## src/sv/lcpc_pkg.sv

```systemverilog
// Package for the loop current pressure conditioner.
// Types, register indexes, FSM states and fixed-point constants.
// No dependencies.
package lcpc_pkg;

  localparam int unsigned CHANNELS_DEF = 6;

  localparam int unsigned MUL_A_W = 35;
  localparam int unsigned MUL_B_W = 25;
  localparam int unsigned MUL_HI_W = 36;
  localparam int unsigned MUL_P_W = MUL_HI_W + MUL_B_W;
  localparam int unsigned CFG_W = 24;

  localparam logic signed [33:0] MA_LOW  = 34'sd196608;
  localparam logic signed [33:0] MA_HIGH = 34'sd1376256;
  localparam logic signed [34:0] MA_ZERO = 35'sd262144;
  localparam logic [29:0] GAUGE_MAX = 30'h0FF_FFFF;

  typedef enum logic [2:0] {
    REG_ALPHA = 3'd0,
    REG_MA_PER_CODE = 3'd1,
    REG_P_LOW = 3'd2,
    REG_P_HIGH = 3'd3,
    REG_ATM = 3'd4
  } lcpc_reg_t;

  typedef enum logic [1:0] {
    BAND_UNDER = 2'd0,
    BAND_SPAN = 2'd1,
    BAND_OVER = 2'd2
  } lcpc_band_t;

  typedef enum logic [2:0] {
    ST_IDLE,
    ST_FILT,
    ST_CURR,
    ST_PRES,
    ST_OUT
  } lcpc_state_t;

  typedef struct packed {
    logic [2:0] channel;
    logic signed [15:0] raw_code;
  } lcpc_in_t;

  typedef struct packed {
    logic [2:0] out_channel;
    logic [23:0] gauge_pressure;
    logic signed [23:0] loop_milliamps;
    logic [1:0] range_band;
  } lcpc_out_t;

  typedef struct packed {
    logic start;
    logic signed [MUL_A_W-1:0] a;
    logic signed [MUL_B_W-1:0] b;
  } lcpc_mul_req_t;

endpackage

```

## src/sv/loop_current_pressure_conditioner_unit.sv

```systemverilog
// Top level of the loop current pressure conditioner: config registers,
// per-channel average store, sequencer and output register.
// Depends on lcpc_pkg and lcpc_mul.
//
// channel | valid     | ready     | data
// in      | in_valid  | in_ready  | in_data (lcpc_in_t)
// out     | out_valid | out_ready | out_data (lcpc_out_t)
// cfg     | cfg_wr_en | -         | cfg_index, cfg_data
//
// Each request runs three products on the shared bit-serial multiplier
// (filter, current, span), each with its done step, then the output step;
// in_ready stays low until the output step is through. Under- or over-range
// current skips the span product; a channel out of range skips all products.
// Reset is synchronous and clears the averages.
// A result waiting in the output register stalls only the final step.
module loop_current_pressure_conditioner_unit import lcpc_pkg::*; #(
  parameter int unsigned CHANNELS = CHANNELS_DEF
) (
  input  logic clk,
  input  logic rst_n,
  input  logic in_valid,
  output logic in_ready,
  input  lcpc_in_t in_data,
  output logic out_valid,
  input  logic out_ready,
  output lcpc_out_t out_data,
  input  logic cfg_wr_en,
  input  logic [2:0] cfg_index,
  input  logic [CFG_W-1:0] cfg_data
);

  localparam int unsigned CH_W = (CHANNELS > 1) ? $clog2(CHANNELS) : 1;

  logic [15:0] alpha_r;
  logic [23:0] mpc_r, plow_r, phigh_r, atm_r;

  logic signed [33:0] fmem_r [CHANNELS];
  logic signed [33:0] fmem_wdata;
  logic fmem_we;

  lcpc_state_t state_r, state_nxt;
  logic [2:0] ch_r, ch_nxt;
  logic signed [33:0] f_r, f_nxt;
  logic signed [33:0] ma_r, ma_nxt;
  logic [1:0] band_r, band_nxt;
  logic signed [28:0] abs_r, abs_nxt;
  logic out_valid_r, out_valid_nxt;
  lcpc_out_t out_r, out_nxt;

  lcpc_mul_req_t mreq;
  logic mdone;
  logic signed [MUL_P_W-1:0] mprod;

  logic in_acc, ch_ok;
  logic [CH_W-1:0] in_idx, idx_r;
  logic signed [33:0] f_in, f_new, ma_new;
  logic signed [34:0] diff;
  logic signed [24:0] span;
  logic signed [29:0] gauge;
  logic [23:0] gauge_sat;
  logic signed [23:0] ma_sat;

  lcpc_mul u_mul (
    .clk(clk),
    .rst_n(rst_n),
    .req(mreq),
    .done(mdone),
    .prod(mprod)
  );

  always_ff @(posedge clk) begin
    if (!rst_n) begin
      alpha_r <= 16'd6554;
      mpc_r <= 24'd13981;
      plow_r <= 24'd0;
      phigh_r <= 24'd40960;
      atm_r <= 24'd4150;
    end else if (cfg_wr_en) begin
      unique case (cfg_index)
        REG_ALPHA: alpha_r <= cfg_data[15:0];
        REG_MA_PER_CODE: mpc_r <= cfg_data;
        REG_P_LOW: plow_r <= cfg_data;
        REG_P_HIGH: phigh_r <= cfg_data;
        REG_ATM: atm_r <= cfg_data;
        default: ;
      endcase
    end
  end

  assign in_ready = (state_r == ST_IDLE);
  assign in_acc = in_valid && in_ready;
  assign in_idx = CH_W'(in_data.channel);
  assign idx_r = CH_W'(ch_r);
  assign ch_ok = (32'(in_data.channel) < CHANNELS);
  assign f_in = ch_ok ? fmem_r[in_idx] : '0;
  assign diff = (35'(in_data.raw_code) <<< 16) - 35'(f_in);
  assign f_new = f_r + mprod[49:16];
  assign ma_new = mprod[57:24];
  assign span = 25'(phigh_r) - 25'(plow_r);

  always_comb begin
    gauge = 30'(abs_r) - 30'(atm_r);
    if (gauge < 0) begin
      gauge_sat = '0;
    end else if (gauge > $signed(GAUGE_MAX)) begin
      gauge_sat = '1;
    end else begin
      gauge_sat = gauge[23:0];
    end
    if (ma_r > 34'sd8388607) begin
      ma_sat = 24'sh7F_FFFF;
    end else if (ma_r < -34'sd8388608) begin
      ma_sat = 24'sh80_0000;
    end else begin
      ma_sat = ma_r[23:0];
    end
  end

  always_comb begin
    state_nxt = state_r;
    ch_nxt = ch_r;
    f_nxt = f_r;
    ma_nxt = ma_r;
    band_nxt = band_r;
    abs_nxt = abs_r;
    out_valid_nxt = out_valid_r;
    out_nxt = out_r;
    mreq = '{start: 1'b0, a: '0, b: '0};
    fmem_we = 1'b0;
    fmem_wdata = f_new;
    if (out_valid_r && out_ready) begin
      out_valid_nxt = 1'b0;
    end
    unique case (state_r)
      ST_IDLE: begin
        if (in_acc) begin
          ch_nxt = in_data.channel;
          f_nxt = f_in;
          if (ch_ok) begin
            mreq = '{start: 1'b1, a: diff, b: 25'(alpha_r)};
            state_nxt = ST_FILT;
          end else begin
            ma_nxt = '0;
            band_nxt = BAND_UNDER;
            abs_nxt = '0;
            state_nxt = ST_OUT;
          end
        end
      end
      ST_FILT: begin
        if (mdone) begin
          fmem_we = 1'b1;
          mreq = '{start: 1'b1, a: 35'(f_new), b: 25'(mpc_r)};
          state_nxt = ST_CURR;
        end
      end
      ST_CURR: begin
        if (mdone) begin
          ma_nxt = ma_new;
          if (ma_new < MA_LOW) begin
            band_nxt = BAND_UNDER;
            abs_nxt = '0;
            state_nxt = ST_OUT;
          end else if (ma_new > MA_HIGH) begin
            band_nxt = BAND_OVER;
            abs_nxt = 29'(phigh_r);
            state_nxt = ST_OUT;
          end else begin
            band_nxt = BAND_SPAN;
            mreq = '{start: 1'b1, a: 35'(ma_new) - MA_ZERO, b: span};
            state_nxt = ST_PRES;
          end
        end
      end
      ST_PRES: begin
        if (mdone) begin
          abs_nxt = 29'(plow_r) + 29'($signed(mprod[47:20]));
          state_nxt = ST_OUT;
        end
      end
      ST_OUT: begin
        if (!out_valid_r || out_ready) begin
          out_valid_nxt = 1'b1;
          out_nxt = '{out_channel: ch_r, gauge_pressure: gauge_sat,
                      loop_milliamps: ma_sat, range_band: band_r};
          state_nxt = ST_IDLE;
        end
      end
      default: state_nxt = ST_IDLE;
    endcase
  end

  always_ff @(posedge clk) begin
    if (!rst_n) begin
      state_r <= ST_IDLE;
      out_valid_r <= 1'b0;
      for (int i = 0; i < CHANNELS; i++) begin
        fmem_r[i] <= '0;
      end
    end else begin
      state_r <= state_nxt;
      out_valid_r <= out_valid_nxt;
      if (fmem_we) begin
        fmem_r[idx_r] <= fmem_wdata;
      end
    end
    ch_r <= ch_nxt;
    f_r <= f_nxt;
    ma_r <= ma_nxt;
    band_r <= band_nxt;
    abs_r <= abs_nxt;
    out_r <= out_nxt;
  end

  assign out_valid = out_valid_r;
  assign out_data = out_r;

endmodule

```

## src/sv/lcpc_mul.sv

```systemverilog
// Bit-serial signed multiplier, one multiplier bit per cycle, LSB first.
// Depends on lcpc_pkg.
module lcpc_mul import lcpc_pkg::*; (
  input  logic clk,
  input  logic rst_n,
  input  lcpc_mul_req_t req,
  output logic done,
  output logic signed [MUL_P_W-1:0] prod
);

  localparam int unsigned CNT_W = $clog2(MUL_B_W);

  logic busy_r, busy_nxt;
  logic done_r, done_nxt;
  logic [CNT_W-1:0] cnt_r, cnt_nxt;
  logic signed [MUL_A_W-1:0] a_r, a_nxt;
  logic [MUL_B_W-1:0] b_r, b_nxt;
  logic signed [MUL_HI_W-1:0] hi_r, hi_nxt;
  logic [MUL_B_W-1:0] lo_r, lo_nxt;
  logic signed [MUL_HI_W-1:0] a_ext, addend, sum;
  logic last;

  always_comb begin
    a_ext = MUL_HI_W'(a_r);
    last = (cnt_r == CNT_W'(MUL_B_W - 1));
    addend = '0;
    if (b_r[0]) begin
      addend = last ? -a_ext : a_ext;
    end
    sum = hi_r + addend;
    busy_nxt = busy_r;
    done_nxt = 1'b0;
    cnt_nxt = cnt_r;
    a_nxt = a_r;
    b_nxt = b_r;
    hi_nxt = hi_r;
    lo_nxt = lo_r;
    if (req.start) begin
      busy_nxt = 1'b1;
      cnt_nxt = '0;
      a_nxt = req.a;
      b_nxt = req.b;
      hi_nxt = '0;
      lo_nxt = '0;
    end else if (busy_r) begin
      hi_nxt = {sum[MUL_HI_W-1], sum[MUL_HI_W-1:1]};
      lo_nxt = {sum[0], lo_r[MUL_B_W-1:1]};
      b_nxt = {1'b0, b_r[MUL_B_W-1:1]};
      cnt_nxt = cnt_r + 1'b1;
      if (last) begin
        busy_nxt = 1'b0;
        done_nxt = 1'b1;
      end
    end
  end

  always_ff @(posedge clk) begin
    if (!rst_n) begin
      busy_r <= 1'b0;
      done_r <= 1'b0;
      cnt_r <= '0;
    end else begin
      busy_r <= busy_nxt;
      done_r <= done_nxt;
      cnt_r <= cnt_nxt;
    end
    a_r <= a_nxt;
    b_r <= b_nxt;
    hi_r <= hi_nxt;
    lo_r <= lo_nxt;
  end

  assign done = done_r;
  assign prod = {hi_r, lo_r};

endmodule

```

## config.mk

```make
export PLATFORM = sky130hd
export DESIGN_NAME = loop_current_pressure_conditioner_unit
export DESIGN_NICKNAME = d
export VERILOG_FILES = /design/src/sv/lcpc_pkg.sv /design/src/sv/loop_current_pressure_conditioner_unit.sv /design/src/sv/lcpc_mul.sv
export SDC_FILE = /design/constraint.sdc
export NUM_CORES = 1
export LEC_CHECK = 0
export BUFFER_PORTS_ARGS = -buffer_cell sky130_fd_sc_hd__buf_2
export CAP_MARGIN = 30
export CORE_MARGIN = 2
export CORE_UTILIZATION = 63
export CTS_CLUSTER_SIZE = 12
export DETAILED_ROUTE_END_ITERATION = 10
export HOLD_SLACK_MARGIN = 0.02
export MAX_ROUTING_LAYER = met4
export PLACE_DENSITY = 0.81
export SKIP_CTS_REPAIR_TIMING = 1
export SLEW_MARGIN = 15
export SYNTH_ARGS = -nofsm -noshare
export SYNTH_HDL_FRONTEND = slang
export SYNTH_SLANG_ARGS = --single-unit
```

## constraint.sdc

```tcl
create_clock -name clk -period 6.4 [get_ports clk]
set_clock_uncertainty 0.2 [all_clocks]
set_input_delay 0.64 -clock clk [delete_from_list [all_inputs] [get_ports clk]]
set_output_delay 0.64 -clock clk [all_outputs]
set_load 0.01 [all_outputs]
```

==> flow_metrics.env, run 1 <==
export IMPL_synthCells=3329
export IMPL_synth_area_mm2=0.03263
export IMPL_required_ns=6.68
export IMPL_dpl_hpwl_mm=63.06
export IMPL_pre_cts_slack_ns=0.6523
export IMPL_worstHoldStart="cfg_data[16]"
export IMPL_drtIter0Drc=2746
export IMPL_die_area_mm2=0.05363
export IMPL_cts_buffer_depth=3
export IMPL_yosysTopAreaCell="edfxtp_1"
export IMPL_wirelength_mm=89.84
export IMPL_post_route_drc_count=0
export IMPL_slew_violations=0
export IMPL_hold_path_depth=3
export IMPL_firstDrtPassIters=7
export IMPL_synth_area_leaders="edfxtp_1, dfxtp_1, ha_1"
export IMPL_dp_cells=4009
export IMPL_layout_drive_gt1_share_pct=8.880
export IMPL_netlist_area_leader_share_pct=38.56
export IMPL_drv_cap=0
export IMPL_p_leak_nw=14.33
export IMPL_postSynthAreaPerCell_um2=9.801
export IMPL_grt_pass1_wl_mm=138.6
export IMPL_antenna_found_initial=0
export IMPL_pwr_share_clk_pct=34.2
export IMPL_finalCritPeriodShare_pct=85.78
export IMPL_portBuffers=105
export IMPL_setup_ws_ns=0.9101
export IMPL_worstReg2RegStart="u_mul.cnt_r[0]"
export IMPL_initial_core_util_pct=63.60
export IMPL_cts_tree="built"
export IMPL_rr_endpoint="u_mul.hi_r[33]"
export IMPL_hold_violations=0
export IMPL_wl_per_cell_um=21.77
export IMPL_die_w_um=231.6
export IMPL_vias=26230
export IMPL_yosys_top_cells_count="edfxtp_1, nand2_1, nor2_1"
export IMPL_fp_dieH_um=231.6
export IMPL_finalPower_w=0.009892
export IMPL_diodes=0
export IMPL_yosysMostFrequentCell="edfxtp_1"
export IMPL_internal_power_w=0.006972
export IMPL_start_kind="flop"
export IMPL_switchingPower_w=0.002920
export IMPL_status="completed"
export IMPL_clock_latency_ns=0.64
export IMPL_rows=83
export IMPL_maxSlewHeadroom_pct=32.17
export IMPL_min_path_type="input pin to flop"
export IMPL_vdd_drop_max_v=0.0002909
export IMPL_overflow=0
export IMPL_hold_path_endpoint="phigh_r[16]"
export IMPL_cts_max_level=2
export IMPL_synth_edf_count=419
export IMPL_cts_root_buf="clkbuf_16"
export IMPL_tns_ns=0
export IMPL_grt_max_degree=68
export IMPL_area_growth_pct=9.974
export IMPL_cp_arrival_ns=5.77
export IMPL_setup_viol=0
export IMPL_ys_seq_area_share_pct=48.81
export IMPL_grt_pass1_vias=25800
export IMPL_final_nets=3619
export IMPL_worstSetupPathType="flop to flop"
export IMPL_netlist_cell_type_count=78
export IMPL_worst_pin_slew_ns=1.017
export IMPL_yosys_warnings=0
export IMPL_rsz0062_at_grt="no"
export IMPL_r2r_cells=17
export IMPL_synthArstFlopShare_pct=0
export IMPL_gp_congestion=0.9959
export IMPL_cp_max_fo=20
export IMPL_numCtsBuffers=61
export IMPL_path_clk_slew_ns=0.06
export IMPL_viasPerCell=6.357
export IMPL_pwr_share_comb_pct=19.8
export IMPL_synth_top_flop_cell="edfxtp_1"
export IMPL_max_freq_mhz=182.2
export IMPL_instances_no_fill=4126
export IMPL_synth_seq_cells=586
export IMPL_worst_setup_path_end_kind="flop"
export IMPL_post_route_util_pct=69.95
export IMPL_switching_share_pct=29.52
export IMPL_p_per_area_mw_per_mm2=275.7
export IMPL_synth_fp_nets=3551
export IMPL_drtAntennaViolNets=0
export IMPL_numClockSinks=586
export IMPL_ios=106
export IMPL_final_min_clock_period_ns=5.490
export IMPL_r2r_slack_ns=0.91
export IMPL_fp_coreArea_mm2=0.05130
export IMPL_sequentialPowerShare_pct=46.0
export IMPL_grt_usage_pct=34.08
==> power groups by stage <==
stage | Sequential (W) | Clock [W] | Combinational (W)
after floorplan | 0.00448 | 0 | 0.00140
after global placement | 0.00461 | 0 | 0.00183
after detailed placement | 0.00462 | 0 | 0.00189
after CTS | 0.00454 | 0.00341 | 0.00191
after global routing | 0.00456 | 0.00356 | 0.00213
final | 0.00455 | 0.00338 | 0.00196
==> sequential cells by signal, indices dropped and copies added, names as in the netlist, 5 cells and up <==
| register | count |
|---|---|
| phigh_r | 24 |
| alpha_r | 16 |
| u_mul.cnt_r | 5 |
| u_mul.b_r | 25 |
| ma_r | 34 |
| atm_r | 24 |
| u_mul.hi_r | 35 |
| fmem_r | 204 |
| u_mul.lo_r | 9 |
| plow_r | 24 |
| abs_r | 29 |
| f_r | 34 |
| out_data | 53 |
| u_mul.a_r | 35 |
| mpc_r | 24 |
==> worst max-delay path: stages, from the launching register on <==
cell	delay (ns)
dfxtp_1	0.35
inv_1	0.08
ha_1	0.16
nand4b_1	0.63
or3_1	0.57
a21boi_0	0.19
ha_1	0.30
nor2b_1	0.15
o21ai_0	0.22
a21boi_0	0.18
or3_1	0.40
a221oi_1	0.59
a31o_2	0.35
o311ai_0	0.27
o41a_1	0.40
xor2_1	0.15
mux2i_1	0.13
nor2_1	0.05
==> per-layer routing <==
layer | share of wire (%) | up-vias | global-route usage, %
met1 | 39 | 12440 | 42.14
met5 | 0 | - | -
met2 | 47 | 1401 | 54.93
li1 | - | 12110 | -
met3 | 9.6 | 280 | 6.041
met4 | 4.3 | 0 | 15.34
==> worst max-delay path by stage <==
stage	startpoint	depth (start not counted)	end
final	u_mul.cnt_r[0]	17	u_mul.hi_r[33]
after global routing	u_mul.cnt_r[0]	17	u_mul.hi_r[31]
after CTS	u_mul.cnt_r[0]	17	u_mul.hi_r[33]
after detailed placement	in_data[16]	14	u_mul.a_r[32]
after global placement	in_data[16]	14	u_mul.a_r[32]
after floorplan	in_data[16]	20	u_mul.a_r[32]
==> stage by stage <==
stage,instance area (um^2),hold slack (ns)
floorplan,32630,0.2003
global placement,33790,0.2167
detailed placement,33910,0.2117
CTS,35800,0.07717
global route,35880,0.09515
finish,35880,0.09903
==> cell families (layout without fill, tap and decap cells) <==
family | after synthesis | in the layout | synth area share [%]
xor+xnor | 185 | 185 | 4.966
compound gates | 792 | 792 | 15.56
flops | 586 | 586 | 48.81
mux | 140 | 140 | 4.521
fa+ha+maj | 171 | 171 | 6.672
buf+inv | 317 | 434 | 3.685
simple gates | 1138 | 1138 | 15.79
==> final cells by class <==
class / instances / area [um^2]
Clock buffer: 96 / 1770
Clock inverter: 16 / 120.1
Fill cell: 3782 / 15420
Inverter: 165 / 620.6
Multi-Input combinational cell: 2426 / 15560
Sequential cell: 586 / 15930
Tap cell: 680 / 850.8
Timing Repair Buffer: 157 / 1035
==> placed cells by master, fill, tap and decap left out, types with 28 or more instances in the layout <==
cell type,count
ha_1,166
buf_2,105
o21ai_0,122
a21oi_1,301
xnor2_1,94
a21o_1,100
edfxtp_1,419
mux2i_1,108
mux2_2,28
nand2b_1,42
nor3_1,55
inv_1,163
nand3_1,66
o21bai_1,28
nor2_1,358
xor2_1,91
nand2_1,392
buf_4,41
dfxtp_1,166
clkbuf_16,63
and2_1,72
Note: power is estimated with default switching activity, not from simulation.
==> run 2, diff against run 1 <==
Settings changed: ABC_AREA from default to 1, CORE_UTILIZATION 63 to 64, GPL_TIMING_DRIVEN from default to 0, PLACE_DENSITY 0.81 to 0.82.
==> flow_metrics.env, run 2 <==
export IMPL_vdd_drop_max_v=0.0002507
export IMPL_synth_edf_count=487
export IMPL_drv_cap=0
export IMPL_worst_pin_slew_ns=1.025
export IMPL_fp_dieH_um=247.3
export IMPL_synth_top_flop_cell="edfxtp_1"
export IMPL_die_w_um=247.3
export IMPL_max_freq_mhz=198.2
export IMPL_pre_cts_slack_ns=1.457
export IMPL_place_area_mm2=0.03971
export IMPL_top_register="fmem_r"
export IMPL_p_per_area_mw_per_mm2=285.8
export IMPL_setup_viol=0
export IMPL_clock_latency_ns=0.65
export IMPL_min_path_type="input pin to flop"
export IMPL_wirelength_mm=126.1
export IMPL_netlist_area_leader_share_pct=38.61
export IMPL_cts_buffer_depth=3
export IMPL_final_common_cell="nand2_1"
export IMPL_synth_area_leaders="edfxtp_1, nand2_1, dfxtp_1"
export IMPL_grt_max_degree=45
export IMPL_drtAntennaViolNets=0
export IMPL_drtIter0Drc=4391
export IMPL_layout_common_cells="nand2_1, nor2_1, inv_1"
export IMPL_yosysMostFrequentCell="nand2_1"
export IMPL_post_route_drc_count=0
export IMPL_slew_violations=0
export IMPL_final_min_clock_period_ns=5.047
export IMPL_grt_usage_pct=42.25
export IMPL_netlist_cell_type_count=60
export IMPL_cp_endpoint="u_mul.a_r[34]"
export IMPL_required_ns=6.57
export IMPL_start_kind="input pin"
export IMPL_r2r_cells=20
export IMPL_crit_start="in_data[17]"
export IMPL_die_area_mm2=0.06114
export IMPL_fp_coreArea_mm2=0.05880
export IMPL_overflow=0
export IMPL_worstSetupPathType="input pin to flop"
export IMPL_instances_no_fill=5747
export IMPL_dp_cells=5626
export IMPL_wl_per_cell_um=21.95
export IMPL_path_clk_slew_ns=0.06
export IMPL_cts_tree="built"
export IMPL_slowest_stage="dlygate4sd3_1"
export IMPL_yosys_top_cells_count="nand2_1, nor2_1, inv_1"
export IMPL_grt_pass1_wl_mm=187.5
export IMPL_hold_violations=0
export IMPL_critPathBufInv=7
export IMPL_synthArstFlopShare_pct=0
export IMPL_cp_top_family="buffers and inverters"
export IMPL_postSynthAreaPerCell_um2=8.004
export IMPL_p_leak_nw=17.26
export IMPL_final_nets=5149
export IMPL_portBuffers=105
export IMPL_finalCritPeriodShare_pct=78.85
export IMPL_rr_endpoint="u_mul.hi_r[15]"
export IMPL_largest_reg_flops=272
export IMPL_cp_depth=21
export IMPL_post_route_util_pct=71.46
export IMPL_fill_cells=4600
export IMPL_cp_arrival_ns=5.22
export IMPL_rsz0062_at_grt="no"
export IMPL_yosys_warnings=0
export IMPL_maxSlewHeadroom_pct=31.65
export IMPL_synthCells=4732
export IMPL_setup_ws_ns=1.354
export IMPL_vias=34830
export IMPL_worstReg2RegStart="u_mul.cnt_r[0]"
export IMPL_dpl_hpwl_mm=97.68
export IMPL_numClockSinks=654
export IMPL_gp_congestion=1.068
export IMPL_worst_setup_path_end_kind="flop"
export IMPL_r2r_slack_ns=1.54
export IMPL_fin_hold_ws_ns=0.05151
export IMPL_initial_core_util_pct=64.42
export IMPL_crit_chain="dlygate4sd3_1 > buf_2 > buf_4 > inv_2 > clkbuf_1 > clkbuf_1 > o21ai_0 > o22ai_1 > nand2_1 > nand2_1 > inv_1 > ha_1 > nand2_1 > nor2_1 > nand2_1 > nor3_1 > nand4_1 > nand2_1 > nand2_1 > nand4_1 > nand2_1"
export IMPL_grt_pass1_vias=32700
export IMPL_synth_fp_nets=4954
export IMPL_antenna_found_initial=1
export IMPL_area_growth_pct=10.93
export IMPL_numCtsBuffers=70
export IMPL_layout_drive_gt1_share_pct=7.380
export IMPL_cts_max_level=3
export IMPL_status="completed"
export IMPL_cp_max_fo=10
export IMPL_rows=89
export IMPL_firstDrtPassIters=7
export IMPL_synth_seq_cells=654
export IMPL_ios=106
export IMPL_crit_top_cell="nand2_1"
export IMPL_stdcell_area_mm2=0.04202
export IMPL_yosysTopAreaCell="edfxtp_1"
export IMPL_crit_path_max_incr_delay_ns=0.53
export IMPL_viasPerCell=6.061
export IMPL_synth_area_mm2=0.03788
export IMPL_ys_seq_area_share_pct=47.44
export IMPL_cts_root_buf="clkbuf_16"
==> run 2: final cells by class <==
cell class,instances,area [um^2],area share [%]
inverters,563,2113,5.030
multi-input cells,3367,17150,40.82
clock buffers,98,1992,4.741
plain buffers,148,701.9,1.671
repair buffers,123,825.8,1.965
flip-flops and latches,654,17970,42.76
well taps,773,967.2,2.302
diodes,1,2.502,0.005956
clock inverters,20,292.8,0.6968
==> run 2: per-stage QoR <==
step           total power, W  setup TNS [ns]
2_1_floorplan        0.006917               0
3_3_place_gp         0.007832         -0.8321
3_5_place_dp         0.007879               0
4_1_cts               0.01188               0
5_1_grt               0.01239               0
6_report              0.01201               0
==> run 2: how the worst min path moves through the flow <==
stage           startpoint     endpoint  depth (start not counted)
2_1_floorplan    band_r[0]  out_data[0]                          0
5_1_grt        in_data[16]      ch_r[0]                          1
3_3_place_gp     band_r[0]  out_data[0]                          0
6_report       in_data[16]      ch_r[0]                          1
4_1_cts        in_data[17]      ch_r[1]                          1
3_5_place_dp      mpc_r[4]     mpc_r[4]                          2
==> run 2: cells by family (layout without fill, tap and decap cells) <==
family,count (synthesis),in the layout,share of synthesized area [%]
AND/OR/NAND/NOR,2193,2193,23.98
AO/OA/AOI/OAI,911,911,13.28
buffers and inverters,711,952,7.433
flip-flops,654,654,47.44
adder cells (fa/ha/maj),171,171,5.748
XOR/XNOR,92,92,2.127
other,0,1,0
==> run 2: layer usage <==
layer	global-route usage, %	vias up	routed length (um)
met5	-	-	0
met4	19.87	0	7066
met3	7.489	413	14080
met2	66.96	2141	57490
met1	52.79	16000	47480
li1	-	16270	-
==> run 2: worst reg2reg max path: stages (launching register included) <==
cell     delay (ns)
dfxtp_1        0.34
inv_1          0.06
ha_1           0.16
nand4_2        0.32
inv_1          0.25
buf_1          0.45
nor2_1         0.08
nor3_1         0.29
inv_1          0.11
fa_1           0.56
o21ai_0        0.49
inv_1          0.15
nor2_1         0.13
nor2_1         0.08
o21ai_0        0.38
nand2_1        0.10
inv_1          0.09
nor2_1         0.05
xnor2_1        0.28
nand2_1        0.12
o21ai_0        0.09
==> run 2: power by group <==
group	internal (W)	leakage (nW)	total, W	switching [W]
clock	0.00232	1.10	0.00409	0.00177
combinational	0.000854	10.2	0.00277	0.00192
sequential	0.00485	6.00	0.00515	0.000304
